[config.mk]
export PLATFORM = sky130hd
export DESIGN_NAME = bass_pattern_step_sequencer_flat
export DESIGN_NICKNAME = d
export VERILOG_FILES = /design/src/rtl/bpss_pkg.sv /design/src/rtl/bpss_in_if.sv /design/src/rtl/bpss_out_if.sv /design/src/rtl/bass_pattern_step_sequencer.sv /design/src/flat_wrapper.sv
export SDC_FILE = /design/constraint.sdc
export NUM_CORES = 1
export LEC_CHECK = 0
export ABC_AREA = 1
export BUFFER_PORTS_ARGS = -buffer_cell sky130_fd_sc_hd__buf_4
export CORE_ASPECT_RATIO = 1.25
export CORE_MARGIN = 2
export CORE_UTILIZATION = 59
export CTS_BUF_LIST = sky130_fd_sc_hd__clkbuf_2
export DETAILED_ROUTE_END_ITERATION = 10
export PLACE_DENSITY = 0.81
export SYNTH_ARGS = -nofsm -noshare
export SYNTH_HDL_FRONTEND = slang
export SYNTH_SLANG_ARGS = --single-unit
[constraint.sdc]
create_clock -name clk -period 12.3 [get_ports clk]
set_input_delay 3.69 -clock clk [delete_from_list [all_inputs] [get_ports clk]]
set_output_delay 3.69 -clock clk [all_outputs]
set_load 0.03 [all_outputs]
[src/rtl/bpss_pkg.sv]
// shared types and constants of the bass pattern step sequencer
package bpss_pkg;

  localparam int NOTE_W = 7;
  localparam int VEL_W  = 7;

  // register indexes of the configuration port
  localparam logic [1:0] REG_ENABLE = 2'd0;
  localparam logic [1:0] REG_MODE   = 2'd1;
  localparam logic [1:0] REG_LENGTH = 2'd2;
  localparam logic [1:0] REG_MASK   = 2'd3;

  // pattern codes
  typedef enum logic [2:0] {
    MODE_OFF      = 3'd0,
    MODE_DRIVE    = 3'd1,
    MODE_BOUNCE   = 3'd2,
    MODE_SYNC     = 3'd3,
    MODE_PUMP     = 3'd4,
    MODE_STACCATO = 3'd5,
    MODE_USER     = 3'd6,
    MODE_RESERVED = 3'd7
  } mode_t;

  // user step lengths
  localparam logic [2:0] LEN_SIXTEENTH = 3'd4;
  localparam logic [2:0] LEN_THIRTYSEC = 3'd5;

  typedef enum logic [1:0] {
    KIND_STATUS   = 2'd0,
    KIND_NOTE_ON  = 2'd1,
    KIND_NOTE_OFF = 2'd2
  } kind_t;

  typedef struct packed {
    kind_t             item_kind;
    logic              suppress_input;
    logic [NOTE_W-1:0] event_note;
    logic [VEL_W-1:0]  event_velocity;
    logic              last_of_block;
  } res_t;

endpackage

[src/rtl/bpss_in_if.sv]
// input channel of the bass pattern step sequencer: one audio block per beat
interface bpss_in_if #(
  parameter int FRACTION_BITS = 16
);
  logic                            valid;
  logic                            ready;
  logic                            has_note_on;
  logic [bpss_pkg::NOTE_W-1:0]     incoming_note;
  logic                            transport_playing;
  logic [32+FRACTION_BITS-1:0]     beat_position;

  modport source (
    output valid, has_note_on, incoming_note, transport_playing, beat_position,
    input  ready
  );

  modport sink (
    input  valid, has_note_on, incoming_note, transport_playing, beat_position,
    output ready
  );
endinterface

[src/rtl/bpss_out_if.sv]
// result channel of the bass pattern step sequencer: status and note events
interface bpss_out_if;
  logic                        valid;
  logic                        ready;
  bpss_pkg::kind_t             item_kind;
  logic                        suppress_input;
  logic [bpss_pkg::NOTE_W-1:0] event_note;
  logic [bpss_pkg::VEL_W-1:0]  event_velocity;
  logic                        last_of_block;

  modport source (
    output valid, item_kind, suppress_input, event_note, event_velocity, last_of_block,
    input  ready
  );

  modport sink (
    input  valid, item_kind, suppress_input, event_note, event_velocity, last_of_block,
    output ready
  );
endinterface

[src/rtl/bass_pattern_step_sequencer.sv]
// bass pattern step sequencer top level: pattern decode, step tracking and result queue
//
//   channel   direction  handshake              payload
//   in_ch     in         valid/ready            has_note_on, incoming_note,
//                                               transport_playing, beat_position
//   out_ch    out        valid/ready            item_kind, suppress_input, event_note,
//                                               event_velocity, last_of_block
//   apb       in/out     psel/penable, pready=1 pattern_enable, pattern_mode,
//                                               user_step_length, user_step_mask
//
// an input beat is evaluated in the cycle it is taken and its one to three result
// beats are written into a four-entry result queue at once; the output drains one
// beat per cycle while out_ch.ready is high. in_ch.ready is high while at most one
// result waits, so an input beat can be taken every cycle while each block yields
// one result and out_ch does not stall; the single output port paces note events.
// rst_n is synchronous: it clears the queue, the tracked note and step state and
// the registers to enable 0, mode off, step length sixteenth, mask all ones.
module bass_pattern_step_sequencer #(
  parameter int USER_STEPS    = 16,
  parameter int FRACTION_BITS = 16,
  localparam int DATA_W = (USER_STEPS > 32) ? 64 : 32,
  localparam int ADDR_W = (DATA_W == 64) ? 5 : 4
) (
  input  logic              clk,
  input  logic              rst_n,
  bpss_in_if.sink           in_ch,
  bpss_out_if.source        out_ch,
  input  logic              psel,
  input  logic              penable,
  input  logic              pwrite,
  input  logic [ADDR_W-1:0] paddr,
  input  logic [DATA_W-1:0] pwdata,
  output logic [DATA_W-1:0] prdata,
  output logic              pready
);

  // widths of the datapath
  localparam int POS_W   = 32 + FRACTION_BITS;
  localparam int STEP_W  = 35;                       // pos >> (FRACTION_BITS-3) at most
  localparam int SH_W    = $clog2(FRACTION_BITS + 3);
  localparam int FR_W    = FRACTION_BITS + 2;        // widest in-step fraction
  localparam int CMP_W   = 16 + FR_W;
  localparam int IDX_W   = $clog2(USER_STEPS);

  // step modulo USER_STEPS: 6-bit digits weighted by 2^(6j) mod USER_STEPS, then
  // one reciprocal multiply on the small sum
  localparam int DIG_W   = 6;
  localparam int DIGITS  = (STEP_W + DIG_W - 1) / DIG_W;
  localparam int EXT_W   = DIGITS * DIG_W;
  localparam int TERM_W  = 2 * DIG_W;
  localparam int RES_W   = TERM_W + 3;
  localparam int RECIP_S = RES_W + 6;
  localparam int PROD_W  = RES_W + RECIP_S;
  localparam longint unsigned RECIP_M =
    ((64'd1 << RECIP_S) + USER_STEPS - 1) / USER_STEPS;

  // result queue
  localparam int QDEPTH = 4;
  localparam int QPTR_W = $clog2(QDEPTH);
  localparam int QCNT_W = QPTR_W + 1;

  // gate thresholds, Q0.16 rounded up
  localparam logic [15:0] GATE_90 = 16'd58983;
  localparam logic [15:0] GATE_80 = 16'd52429;
  localparam logic [15:0] GATE_70 = 16'd45876;
  localparam logic [15:0] GATE_60 = 16'd39322;
  localparam logic [15:0] GATE_50 = 16'd32768;
  localparam logic [15:0] GATE_30 = 16'd19661;

  localparam logic [6:0] VEL_FULL   = 7'd127;
  localparam logic [6:0] VEL_90     = 7'd114;
  localparam logic [6:0] VEL_85     = 7'd107;
  localparam logic [6:0] VEL_80     = 7'd101;
  localparam logic [6:0] VEL_70     = 7'd88;
  localparam logic [6:0] VEL_60     = 7'd76;
  localparam logic [6:0] VEL_50     = 7'd63;
  localparam logic [6:0] VEL_NONE   = 7'd0;
  localparam logic [7:0] OCTAVE     = 8'd12;
  localparam logic [6:0] NOTE_MAX   = 7'd127;

  // configuration registers
  logic                  en_r;
  logic [2:0]            mode_r;
  logic [2:0]            len_r;
  logic [USER_STEPS-1:0] mask_r;

  // tracked state
  logic [6:0]            held_note_r;
  logic                  held_valid_r;
  logic [STEP_W-1:0]     prev_step_r;
  logic                  prev_valid_r;
  logic                  sounding_r;

  // result queue
  bpss_pkg::res_t        q_r [QDEPTH];
  logic [QPTR_W-1:0]     head_r;
  logic [QCNT_W-1:0]     cnt_r;
  logic [QCNT_W-1:0]     cnt_nxt;

  logic                  in_fire;
  logic                  out_fire;
  logic                  cfg_wr;
  logic [1:0]            reg_idx;

  logic                  active;
  logic [6:0]            held_note_nxt;
  logic                  held_valid_nxt;
  logic                  suppress;
  logic                  mode_known;
  logic                  evaluate;
  logic [SH_W-1:0]       shift;
  logic [POS_W-1:0]      pos;
  logic [STEP_W-1:0]     step;
  logic [FR_W-1:0]       frac_mask;
  logic [FR_W-1:0]       frac;
  logic [2:0]            bi_idx;
  logic [EXT_W-1:0]      step_ext;
  logic [TERM_W-1:0]     dig_term [DIGITS];
  logic [RES_W-1:0]      res_sum;
  logic [PROD_W-1:0]     recip_prod;
  logic [RES_W-1:0]      quot;
  logic [RES_W-1:0]      rem;
  logic [IDX_W-1:0]      user_idx;
  logic [6:0]            vel;
  logic [15:0]           gate;
  logic                  odd_oct;
  logic [7:0]            note_sum;
  logic [6:0]            note;
  logic                  new_step;
  logic                  fire_on;
  logic                  sounding_mid;
  logic [CMP_W-1:0]      frac_lhs;
  logic [CMP_W-1:0]      gate_rhs;
  logic                  fire_off;
  bpss_pkg::res_t        res_status;
  bpss_pkg::res_t        res_on;
  bpss_pkg::res_t        res_off;
  bpss_pkg::res_t        res_slot [3];
  logic [1:0]            push_n;
  logic [QPTR_W-1:0]     tail;

  assign in_fire  = in_ch.valid && in_ch.ready;
  assign out_fire = out_ch.valid && out_ch.ready;

  // ---------------------------------------------------------------------------
  // apb register file, zero wait states
  // ---------------------------------------------------------------------------
  assign pready  = 1'b1;
  assign cfg_wr  = psel && penable && pwrite;
  assign reg_idx = paddr[ADDR_W-1:ADDR_W-2];

  always_ff @(posedge clk) begin
    if (!rst_n) begin
      en_r   <= 1'b0;
      mode_r <= bpss_pkg::MODE_OFF;
      len_r  <= bpss_pkg::LEN_SIXTEENTH;
      mask_r <= '1;
    end else if (cfg_wr) begin
      unique case (reg_idx)
        bpss_pkg::REG_ENABLE: en_r   <= pwdata[0];
        bpss_pkg::REG_MODE:   mode_r <= pwdata[2:0];
        bpss_pkg::REG_LENGTH: len_r  <= pwdata[2:0];
        bpss_pkg::REG_MASK:   mask_r <= pwdata[USER_STEPS-1:0];
      endcase
    end
  end

  always_comb begin
    unique case (reg_idx)
      bpss_pkg::REG_ENABLE: prdata = DATA_W'(en_r);
      bpss_pkg::REG_MODE:   prdata = DATA_W'(mode_r);
      bpss_pkg::REG_LENGTH: prdata = DATA_W'(len_r);
      bpss_pkg::REG_MASK:   prdata = DATA_W'(mask_r);
    endcase
  end

  // ---------------------------------------------------------------------------
  // note tracking and suppression
  // ---------------------------------------------------------------------------
  assign active         = en_r && (mode_r != bpss_pkg::MODE_OFF);
  assign held_note_nxt  = (active && in_ch.has_note_on) ? in_ch.incoming_note : held_note_r;
  assign held_valid_nxt = held_valid_r || (active && in_ch.has_note_on);
  assign suppress       = active && held_valid_nxt && in_ch.transport_playing;

  // step length as a right shift of the beat position
  always_comb begin
    mode_known = 1'b1;
    shift      = SH_W'(FRACTION_BITS - 2);
    case (mode_r)
      bpss_pkg::MODE_DRIVE, bpss_pkg::MODE_BOUNCE, bpss_pkg::MODE_PUMP: begin
        shift = SH_W'(FRACTION_BITS - 1);
      end
      bpss_pkg::MODE_SYNC, bpss_pkg::MODE_STACCATO: shift = SH_W'(FRACTION_BITS - 2);
      bpss_pkg::MODE_USER: begin
        if (len_r <= bpss_pkg::LEN_THIRTYSEC) begin
          shift = SH_W'(FRACTION_BITS + 2) - SH_W'(len_r);
        end else begin
          shift = SH_W'(FRACTION_BITS - 2);
        end
      end
      default: mode_known = 1'b0;   // off and reserved pattern codes: status only
    endcase
  end

  assign evaluate  = suppress && mode_known;
  assign pos       = in_ch.beat_position;
  assign step      = STEP_W'(pos >> shift);
  assign frac_mask = (FR_W'(1) << shift) - FR_W'(1);
  assign frac      = pos[FR_W-1:0] & frac_mask;
  assign bi_idx    = step[2:0];

  // user step index: step mod USER_STEPS
  assign step_ext = EXT_W'(step);

  for (genvar j = 0; j < DIGITS; j++) begin : g_dig
    localparam longint unsigned WGT = (64'd1 << (DIG_W * j)) % USER_STEPS;
    assign dig_term[j] = TERM_W'(step_ext[DIG_W*j +: DIG_W]) * TERM_W'(WGT);
  end

  always_comb begin
    res_sum = '0;
    for (int j = 0; j < DIGITS; j++) begin
      res_sum = res_sum + RES_W'(dig_term[j]);
    end
  end

  assign recip_prod = PROD_W'(res_sum) * PROD_W'(RECIP_M);
  assign quot       = recip_prod[PROD_W-1:RECIP_S];
  assign rem        = res_sum - RES_W'(quot * RES_W'(USER_STEPS));
  assign user_idx   = rem[IDX_W-1:0];

  // pattern tables: velocity, gate and octave of the current step
  always_comb begin
    vel     = VEL_NONE;
    gate    = GATE_90;
    odd_oct = 1'b0;
    case (mode_r)
      bpss_pkg::MODE_DRIVE: begin
        vel  = bi_idx[0] ? VEL_80 : VEL_FULL;
        gate = GATE_80;
      end
      bpss_pkg::MODE_BOUNCE: begin
        vel     = VEL_90;
        gate    = GATE_70;
        odd_oct = bi_idx[0];
      end
      bpss_pkg::MODE_SYNC: begin
        if (bi_idx[1:0] == 2'd0) begin
          vel = VEL_FULL;
        end else if (!bi_idx[0]) begin
          vel = VEL_70;
        end else begin
          vel = VEL_50;
        end
        gate = GATE_50;
      end
      bpss_pkg::MODE_PUMP: begin
        vel  = bi_idx[0] ? VEL_60 : VEL_FULL;
        gate = bi_idx[0] ? GATE_60 : GATE_90;
      end
      bpss_pkg::MODE_STACCATO: begin
        vel  = VEL_85;
        gate = GATE_30;
      end
      bpss_pkg::MODE_USER: begin
        vel  = mask_r[user_idx] ? VEL_80 : VEL_NONE;
        gate = GATE_90;
      end
      default: begin
        vel  = VEL_NONE;
        gate = GATE_90;
      end
    endcase
  end

  // octave offset with saturation at the top note
  assign note_sum = {1'b0, held_note_nxt} + (odd_oct ? OCTAVE : 8'd0);
  assign note     = note_sum[7] ? NOTE_MAX : note_sum[6:0];

  // note-on on a fresh step, note-off once the fraction reaches the gate
  assign new_step     = evaluate && (!prev_valid_r || (step != prev_step_r));
  assign fire_on      = new_step && (vel != VEL_NONE);
  assign sounding_mid = sounding_r || fire_on;
  assign frac_lhs     = {frac, 16'd0};
  assign gate_rhs     = CMP_W'(gate) << shift;
  assign fire_off     = evaluate && sounding_mid && (frac_lhs >= gate_rhs);

  always_ff @(posedge clk) begin
    if (!rst_n) begin
      held_note_r  <= '0;
      held_valid_r <= 1'b0;
      prev_step_r  <= '0;
      prev_valid_r <= 1'b0;
      sounding_r   <= 1'b0;
    end else if (in_fire) begin
      held_note_r  <= held_note_nxt;
      held_valid_r <= held_valid_nxt;
      if (new_step) begin
        prev_step_r  <= step;
        prev_valid_r <= 1'b1;
      end
      sounding_r <= sounding_mid && !fire_off;
    end
  end

  // ---------------------------------------------------------------------------
  // result beats of one block, in order: status, note-on, note-off
  // ---------------------------------------------------------------------------
  always_comb begin
    res_status.item_kind      = bpss_pkg::KIND_STATUS;
    res_status.suppress_input = suppress;
    res_status.event_note     = '0;
    res_status.event_velocity = '0;
    res_status.last_of_block  = !(fire_on || fire_off);

    res_on.item_kind          = bpss_pkg::KIND_NOTE_ON;
    res_on.suppress_input     = 1'b0;
    res_on.event_note         = note;
    res_on.event_velocity     = vel;
    res_on.last_of_block      = !fire_off;

    res_off.item_kind         = bpss_pkg::KIND_NOTE_OFF;
    res_off.suppress_input    = 1'b0;
    res_off.event_note        = note;
    res_off.event_velocity    = '0;
    res_off.last_of_block     = 1'b1;

    res_slot[0] = res_status;
    res_slot[1] = fire_on ? res_on : res_off;
    res_slot[2] = res_off;
  end

  assign push_n = 2'd1 + 2'(fire_on) + 2'(fire_off);
  assign tail   = head_r + cnt_r[QPTR_W-1:0];

  // queue: room for a full block whenever at most one beat waits
  assign in_ch.ready = (cnt_r <= QCNT_W'(1));
  assign cnt_nxt     = cnt_r + (in_fire ? QCNT_W'(push_n) : '0) - QCNT_W'(out_fire);

  always_ff @(posedge clk) begin
    if (!rst_n) begin
      head_r <= '0;
      cnt_r  <= '0;
    end else begin
      cnt_r <= cnt_nxt;
      if (out_fire) begin
        head_r <= head_r + QPTR_W'(1);
      end
    end
  end

  always_ff @(posedge clk) begin
    if (in_fire) begin
      for (int k = 0; k < 3; k++) begin
        if (2'(k) < push_n) begin
          q_r[tail + QPTR_W'(k)] <= res_slot[k];
        end
      end
    end
  end

  assign out_ch.valid          = (cnt_r != '0);
  assign out_ch.item_kind      = q_r[head_r].item_kind;
  assign out_ch.suppress_input = q_r[head_r].suppress_input;
  assign out_ch.event_note     = q_r[head_r].event_note;
  assign out_ch.event_velocity = q_r[head_r].event_velocity;
  assign out_ch.last_of_block  = q_r[head_r].last_of_block;

endmodule

[src/flat_wrapper.sv]
// flat-port wrapper written by rule: the top's interface ports become plain ports
module bass_pattern_step_sequencer_flat 
#(
  parameter int USER_STEPS    = 16,
  parameter int FRACTION_BITS = 16,
  localparam int DATA_W = (USER_STEPS > 32) ? 64 : 32,
  localparam int ADDR_W = (DATA_W == 64) ? 5 : 4
)
  (clk, rst_n, psel, penable, pwrite, paddr, pwdata, prdata, pready, in_ch_valid, in_ch_has_note_on, in_ch_incoming_note, in_ch_transport_playing, in_ch_beat_position, in_ch_ready, out_ch_valid, out_ch_item_kind, out_ch_suppress_input, out_ch_event_note, out_ch_event_velocity, out_ch_last_of_block, out_ch_ready);
  bpss_in_if #(.FRACTION_BITS(FRACTION_BITS)) in_ch_i ();
  bpss_out_if out_ch_i ();
  input  logic clk;
  input  logic rst_n;
  input  logic psel;
  input  logic penable;
  input  logic pwrite;
  input  logic [ADDR_W-1:0] paddr;
  input  logic [DATA_W-1:0] pwdata;
  output logic [DATA_W-1:0] prdata;
  output logic pready;
  input wire logic [$bits(in_ch_i.valid)-1:0] in_ch_valid;
  input wire logic [$bits(in_ch_i.has_note_on)-1:0] in_ch_has_note_on;
  input wire logic [$bits(in_ch_i.incoming_note)-1:0] in_ch_incoming_note;
  input wire logic [$bits(in_ch_i.transport_playing)-1:0] in_ch_transport_playing;
  input wire logic [$bits(in_ch_i.beat_position)-1:0] in_ch_beat_position;
  output wire logic [$bits(in_ch_i.ready)-1:0] in_ch_ready;
  output wire logic [$bits(out_ch_i.valid)-1:0] out_ch_valid;
  output wire logic [$bits(out_ch_i.item_kind)-1:0] out_ch_item_kind;
  output wire logic [$bits(out_ch_i.suppress_input)-1:0] out_ch_suppress_input;
  output wire logic [$bits(out_ch_i.event_note)-1:0] out_ch_event_note;
  output wire logic [$bits(out_ch_i.event_velocity)-1:0] out_ch_event_velocity;
  output wire logic [$bits(out_ch_i.last_of_block)-1:0] out_ch_last_of_block;
  input wire logic [$bits(out_ch_i.ready)-1:0] out_ch_ready;
  assign in_ch_i.valid = in_ch_valid;
  assign in_ch_i.has_note_on = in_ch_has_note_on;
  assign in_ch_i.incoming_note = in_ch_incoming_note;
  assign in_ch_i.transport_playing = in_ch_transport_playing;
  assign in_ch_i.beat_position = in_ch_beat_position;
  assign in_ch_ready = in_ch_i.ready;
  assign out_ch_valid = out_ch_i.valid;
  assign out_ch_item_kind = out_ch_i.item_kind;
  assign out_ch_suppress_input = out_ch_i.suppress_input;
  assign out_ch_event_note = out_ch_i.event_note;
  assign out_ch_event_velocity = out_ch_i.event_velocity;
  assign out_ch_last_of_block = out_ch_i.last_of_block;
  assign out_ch_i.ready = out_ch_ready;
  bass_pattern_step_sequencer #(.USER_STEPS(USER_STEPS), .FRACTION_BITS(FRACTION_BITS)) u_core (.clk(clk), .rst_n(rst_n), .in_ch(in_ch_i), .out_ch(out_ch_i), .psel(psel), .penable(penable), .pwrite(pwrite), .paddr(paddr), .pwdata(pwdata), .prdata(prdata), .pready(pready));
endmodule
==> reports/metrics.csv, run 1 <==
metric;value;unit
status;complete, no violations;
cts_resized;0;
ys_seq_area_share;27.2;%
p_seq_share;41.0;%
synthArstFlopShare;0;%
power_frac_clock;21.6;%
drive_gt1_share;10.2;%
r2r-end;u_core.q_r[3][14];
skew;64.1;ps
routabilityCongestion;0.968;
start_kind;input pin;
relSlewSlack;27.5;%
grt_setup_unrepaired;false;
cts_tree;built;
crit_fanout;14;
ios;153;
critPathArrivalTime;9730;ps
final_cell_mix;nand2_1, nand3_1, nor2_1;
r2r_start;u_core.len_r[0];
ys_ff_latch;147;
min_to;u_core.q_r[3][15];
wl_met1;14200;um
grt_max_degree;64;
reg2reg_slack;3900;ps
power.leakage;6.26;nW
worstHoldStart;u_core.q_r[3][15];
dpl.cell_count;2267;
finalCritPeriodShare;75.7;%
post-route-min-period;9310;ps
synthCells;1963;
area_delta_synth_final;8.83;%
critPathKind;in -> reg;
grt_pass1_wl;59500;um
vdd_drop_max;0.0000826;V
yosys.cell_types.count;56;
root_buffer;clkbuf_2;
p_int;0.000770;W
h-tree-depth;4;
layout_setup_ws;2990;ps
wl_met3;2330;um
post-cts-setup-buffers;0;
syn-cell-area;11800;um2
setup_viol;0;
hpwl;28400;um
cts_hold_buffers;0;
synthFlopType;dfxtp_1;
slew_violations;0;
finalPower;0.00132;W
clk_pin_slew;210;ps
grt_pass1_vias;12100;
first_pass_iters;6;
yosysWarnings;0;
nets;2152;
antenna_found_initial;1;
cpMostUsedCell;nand2_1;
max-clock-path-buffers;2;
dieArea;21200;um2
slowest_stage;nor2_1;
cts_made_buffers;17;
ant_nets;0;
vias_per_cell;5.85;
initial_core_util;60.5;%
tightest_slew;1090;ps
switching_power;0.000554;W
cp.required;12720;ps
holdCritPathClass;reg -> reg;
dr.max_layer_used;met4;
wire_per_inst;16.4;um
hold_depth;2;
startpoint;in_ch_beat_position[16];
drc;0;
wirelength;37800;um
syn-mean-instance-area;6.03;um2
overflow;0;
path_delay_family;simple AND/OR/NAND/NOR gates;
clkSinkCount;147;
max_cap_violations;0;
tns;0;ps
rows;57;
drtIter0Drc;1158;
p_sw_share;41.8;%
stdcell_count;2300;
fmax;107;MHz
coreArea;19500;um2
hold_viol;0;
fill_cells;1967;
cellPowerDensity;103;nW/um2
slowest_delay;480;ps
synth-edff-count;28;
mostFrequentLayoutCell;nand2_1;
final_util;65.9;%
cp_num_buf_inv;7;
wl_met2;18800;um
insertion_delay;770;ps
dp_worst_setup_slack;2430;ps
port_buffers;117;
route.vias.total;13400;
reg2reg_depth;42;
die_w;131;um
die_y;162;um
combinationalPowerShare;37.4;%
cp-end-kind;flop;
grtUsageTotal;35.4;%
-- metrics by stage --
step | hold slack [ps] | area [um2]
2_1_floorplan | 430 | 11900
3_3_place_gp | 440 | 12600
3_5_place_dp | 455 | 12600
4_1_cts | 481 | 12900
5_1_grt | 498 | 12900
6_report | 479 | 12900
-- worst max path at each step --
stage | end | cells after the start | slack [ps]
2_1_floorplan | u_core.q_r[3][10] | 39 | 3930
3_3_place_gp | u_core.q_r[3][8] | 39 | 2500
3_5_place_dp | u_core.q_r[3][9] | 39 | 2430
4_1_cts | u_core.q_r[3][14] | 39 | 3180
5_1_grt | u_core.q_r[3][14] | 39 | 2330
6_report | u_core.q_r[3][14] | 39 | 2990
-- cells by family after synthesis --
group,share of synthesized area (%)
and+or+nand+nor,44.1
buffers and inverters,11.2
AOI/OAI and AO/OA,12.8
DFF,27.2
adders and majority gates,3.41
xor gates and xnor gates,1.04
other,0.0635
muxes,0.0846
-- power by group through the flow --
stage | combinational, W | clock (W) | sequential [W]
after detailed placement | 0.000490 | 0 | 0.000552
after global placement | 0.000481 | 0 | 0.000551
after CTS | 0.000492 | 0.000285 | 0.000543
after floorplan | 0.000348 | 0 | 0.000546
after global routing | 0.000546 | 0.000305 | 0.000547
final | 0.000495 | 0.000286 | 0.000543
-- worst reg2reg max path, delay by kind of cell (launching register included) --
kind,cells,cell delay (ps)
AOI/OAI and AO/OA,6,890
adders and majority gates,4,1110
buffers and inverters,10,2110
DFF,1,460
and+or+nand+nor,22,3520
-- registers in the layout, indices dropped and copies added (netlist names), named ones only --
signal	flops
u_core.prev_step_r	35
u_core.len_r	3
u_core.held_valid_r	1
u_core.mask_r	16
u_core.sounding_r	1
u_core.en_r	1
u_core.head_r	2
u_core.prev_valid_r	1
u_core.mode_r	3
u_core.held_note_r	7
u_core.q_r	72
u_core.cnt_r	3
-- synthesized netlist by cell type, types with 3 or more instances --
master / number / area, um2
nand2_1: 502 / 1880
nand3_1: 419 / 2100
nor2_1: 201 / 754
inv_1: 186 / 698
dfxtp_1: 119 / 2380
o21ai_0: 101 / 505
a21oi_1: 80 / 400
clkbuf_1: 40 / 150
ha_1: 29 / 363
o21ai_1: 29 / 145
edfxtp_1: 28 / 841
buf_4: 24 / 180
o22ai_1: 21 / 131
buf_2: 20 / 100
o211ai_1: 17 / 128
buf_1: 16 / 60.1
inv_2: 15 / 56.3
nand4_1: 12 / 75.1
xor2_1: 12 / 105
nor3_1: 8 / 40.0
nand2_2: 7 / 43.8
buf_6: 6 / 67.6
nand3b_1: 6 / 45.0
o2111ai_1: 6 / 52.6
nand3_2: 5 / 50.1
a22oi_1: 4 / 30.0
clkinv_1: 4 / 15.0
nand2_4: 4 / 45.0
nor2_4: 4 / 45.0
nor2_2: 3 / 18.8
o21bai_1: 3 / 22.5
-- layout make-up --
type	count	area (um2)	share of cell area, %
Timing Repair Buffer	130	976	7.58
Clock buffer	18	90.1	0.700
Multi-Input combinational cell	1520	7340	57.0
Antenna cell	1	2.50	0.0194
Inverter	205	769	5.98
Sequential cell	147	3220	25.0
Clock inverter	14	141	1.10
Tap cell	265	332	2.58
-- metal layers --
metal	global-route usage, %	vias to the layer above
met4	21.3	0
li1	-	6600
met5	0	-
met3	4.28	120
met2	61.9	582
met1	40.8	6144
Power figures use the tool's default switching activity.
==> run 2: changes to the inputs <==
--- a/config.mk
+++ b/config.mk
@@ -9,10 +9,10 @@
 export BUFFER_PORTS_ARGS = -buffer_cell sky130_fd_sc_hd__buf_4
 export CORE_ASPECT_RATIO = 1.25
 export CORE_MARGIN = 2
-export CORE_UTILIZATION = 59
+export CORE_UTILIZATION = 55
 export CTS_BUF_LIST = sky130_fd_sc_hd__clkbuf_2
 export DETAILED_ROUTE_END_ITERATION = 10
-export PLACE_DENSITY = 0.81
+export PLACE_DENSITY = 0.79
 export SYNTH_ARGS = -nofsm -noshare
 export SYNTH_HDL_FRONTEND = slang
 export SYNTH_SLANG_ARGS = --single-unit
==> constraint.sdc (replaced) <==
create_clock -name clk -period 7.6 [get_ports clk]
set_input_delay 2.28 -clock clk [delete_from_list [all_inputs] [get_ports clk]]
set_output_delay 2.28 -clock clk [all_outputs]
set_load 0.03 [all_outputs]
==> run 2 against run 1 <==
Against the previous run: critical path depth grew 2; die area is 7.1% higher; cell count rose by 2.8%; register-to-register slack got worse by 3200 ps; largest cell class unchanged.
==> reports/metrics.csv, run 2 (synthesized netlist as in run 1, its figures left out) <==
metric;value;unit;change
grt_pass1_vias;12500;;was 12,100
fmax;146;MHz;
start_kind;flop;;was input pin
initial_core_util;55.5;%;was 60.5%
post-route-min-period;6850;ps;
mostFrequentLayoutCell;nand2_1;;unchanged
wire_per_inst;16.3;um;was 16.4 um
wirelength;38500;um;was 37,800 um
port_buffers;117;;unchanged
rows;60;;was 57
hold_viol;0;;unchanged
tns;0;ps;unchanged
finalCritPeriodShare;90.2;%;
relSlewSlack;32.7;%;was 27.5%
ant_nets;0;;unchanged
nets;2202;;was 2,152
antenna_found_initial;1;;unchanged
wl_met3;1870;um;was 2330 um
power_frac_clock;20.1;%;was 21.6%
drive_gt1_share;12.3;%;was 10.2%
grt_max_degree;64;;unchanged
slew_violations;0;;unchanged
r2r_start;u_core.len_r[0];;unchanged
overflow;0;;unchanged
final_cell_mix;nand2_1, nand3_1, nor2_1;;unchanged
regMostFlops;u_core.q_r;;unchanged
cp.required;8210;ps;was 12,720 ps
grt_pass1_wl;61400;um;was 59,500 um
slowest_delay;490;ps;was 480 ps
clkSinkCount;147;;unchanged
hpwl;30000;um;was 28,400 um
cts_hold_buffers;0;;unchanged
critPathKind;reg -> reg;;was in -> reg
top_regs;u_core.q_r x72, u_core.prev_step_r x35, u_core.mask_r x16;;unchanged
startpoint;u_core.len_r[0];;was in_ch_beat_position[16]
route.vias.total;13500;;was 13,400
whs;477;ps;was 479 ps
first_pass_iters;6;;unchanged
fill_cells;2088;;was 1,967
ios;153;;unchanged
vdd_drop_max;0.000146;V;was 0.0000826 V
p_int;0.00127;W;was 0.000770 W
post-cts-setup-buffers;0;;unchanged
multi_input_area;7340;um2;unchanged
status;complete, no violations;;unchanged
cellPowerDensity;164;nW/um2;was 103 nW/um2
holdCritPathClass;reg -> reg;;unchanged
setup_viol;0;;unchanged
register_area;3220;um2;unchanged
power.leakage;6.50;nW;was 6.26 nW
die_w;135;um;was 131 um
die_y;168;um;was 162 um
switching_power;0.000915;W;was 0.000554 W
cts_resized;0;;unchanged
tightest_slew;1010;ps;was 1090 ps
p_seq_share;40.2;%;was 41.0%
max-clock-path-buffers;2;;unchanged
coreArea;21300;um2;was 19,500 um2
vias_per_cell;5.71;;was 5.85
combinationalPowerShare;39.6;%;was 37.4%
wl_met1;14600;um;was 14,200 um
cts_tree;built;;unchanged
cts_made_buffers;17;;unchanged
cpMostUsedCell;inv_1;;was nand2_1
root_buffer;clkbuf_2;;unchanged
grtUsageTotal;33.8;%;was 35.4%
skew;57.0;ps;was 64.1 ps
routabilityCongestion;1.02;;was 0.968
insertion_delay;760;ps;was 770 ps
dieArea;22700;um2;was 21,200 um2
h-tree-depth;4;;unchanged
slowest_stage;dfxtp_1;;was nor2_1
largest_reg_flops;72;;unchanged
p_sw_share;41.9;%;was 41.8%
drtIter0Drc;1154;;was 1,158
max_cap_violations;0;;unchanged
worstHoldStart;u_core.prev_valid_r;;was u_core.q_r[3][15]
area_delta_synth_final;12.5;%;was 8.83%
grt_setup_unrepaired;false;;unchanged
cp-end-kind;flop;;unchanged
clk_pin_slew;250;ps;was 210 ps
crit_fanout;36;;was 14
wl_met2;19800;um;was 18,800 um
drc;0;;unchanged
critPathArrivalTime;7460;ps;was 9730 ps
dr.max_layer_used;met4;;unchanged
run 2: cell count changes in the layout (fill, tap and decap cells not counted):
cell / before / now
buf_12: 0 / 4
inv_6: 5 / 4
clkinv_8: 0 / 1
clkinv_4: 1 / 0
inv_8: 3 / 5
clkbuf_2: 18 / 17
bufinv_16: 1 / 0
clkinvlp_4: 2 / 3
buf_4: 130 / 176
run 2: power by group through the flow:
stage,registers [W],logic [W],clock network (W)
final,0.000879,0.000865,0.000440
after global routing,0.000884,0.000947,0.000480
after CTS,0.000879,0.000860,0.000444
after detailed placement,0.000894,0.000857,0
after global placement,0.000892,0.000844,0
after floorplan,0.000883,0.000564,0
run 2: metrics by stage:
step / util (%) / power (W) / std cells / setup WS [ps] / area (um2)
floorplan: - / 0.00145 / 1978 / 642 / 11900
global placement: 61.4 / 0.00174 / 2331 / 244 / 13100
detailed placement: 61.4 / 0.00175 / 2331 / 184 / 13100
CTS: 62.4 / 0.00218 / 2363 / 852 / 13300
global route: 62.4 / 0.00231 / 2364 / 197 / 13300
finish: 62.4 / 0.00218 / 2364 / 748 / 13300
run 2: cell type report:
type	instances	share of cell area, %
inverter	205	5.78
timing repair buffer	180	10.5
antenna	1	0.0188
multi-input combinational	1520	55.1
sequential	147	24.2
clock inverter	15	1.05
tap	279	2.62
clock buffer	17	0.639
run 2: critical path: cells and delay by family, from the launching register on:
family                   cells  cell delay [ps]
AO/OA/AOI/OAI                7             1040
XOR/XNOR                     1              170
adder cells (fa/ha/maj)      6             1790
buffers and inverters        8              940
flip-flops                   1              490
AND/OR/NAND/NOR             19             2250
run 2: layer usage:
metal	up-vias	GRT usage [%]
met4	0	18.7
met1	6177	37.9
li1	6714	-
met3	123	3.76
met5	-	0
met2	481	61.6
run 2: worst paths after layout:
check | to | slack [ps] | depth (start not counted)
setup / recovery | u_core.cnt_r[2] | 750 | 41
setup reg to reg | u_core.cnt_r[2] | 750 | 41
hold reg to reg | u_core.prev_valid_r | 480 | 2
hold / removal | u_core.prev_valid_r | 480 | 2
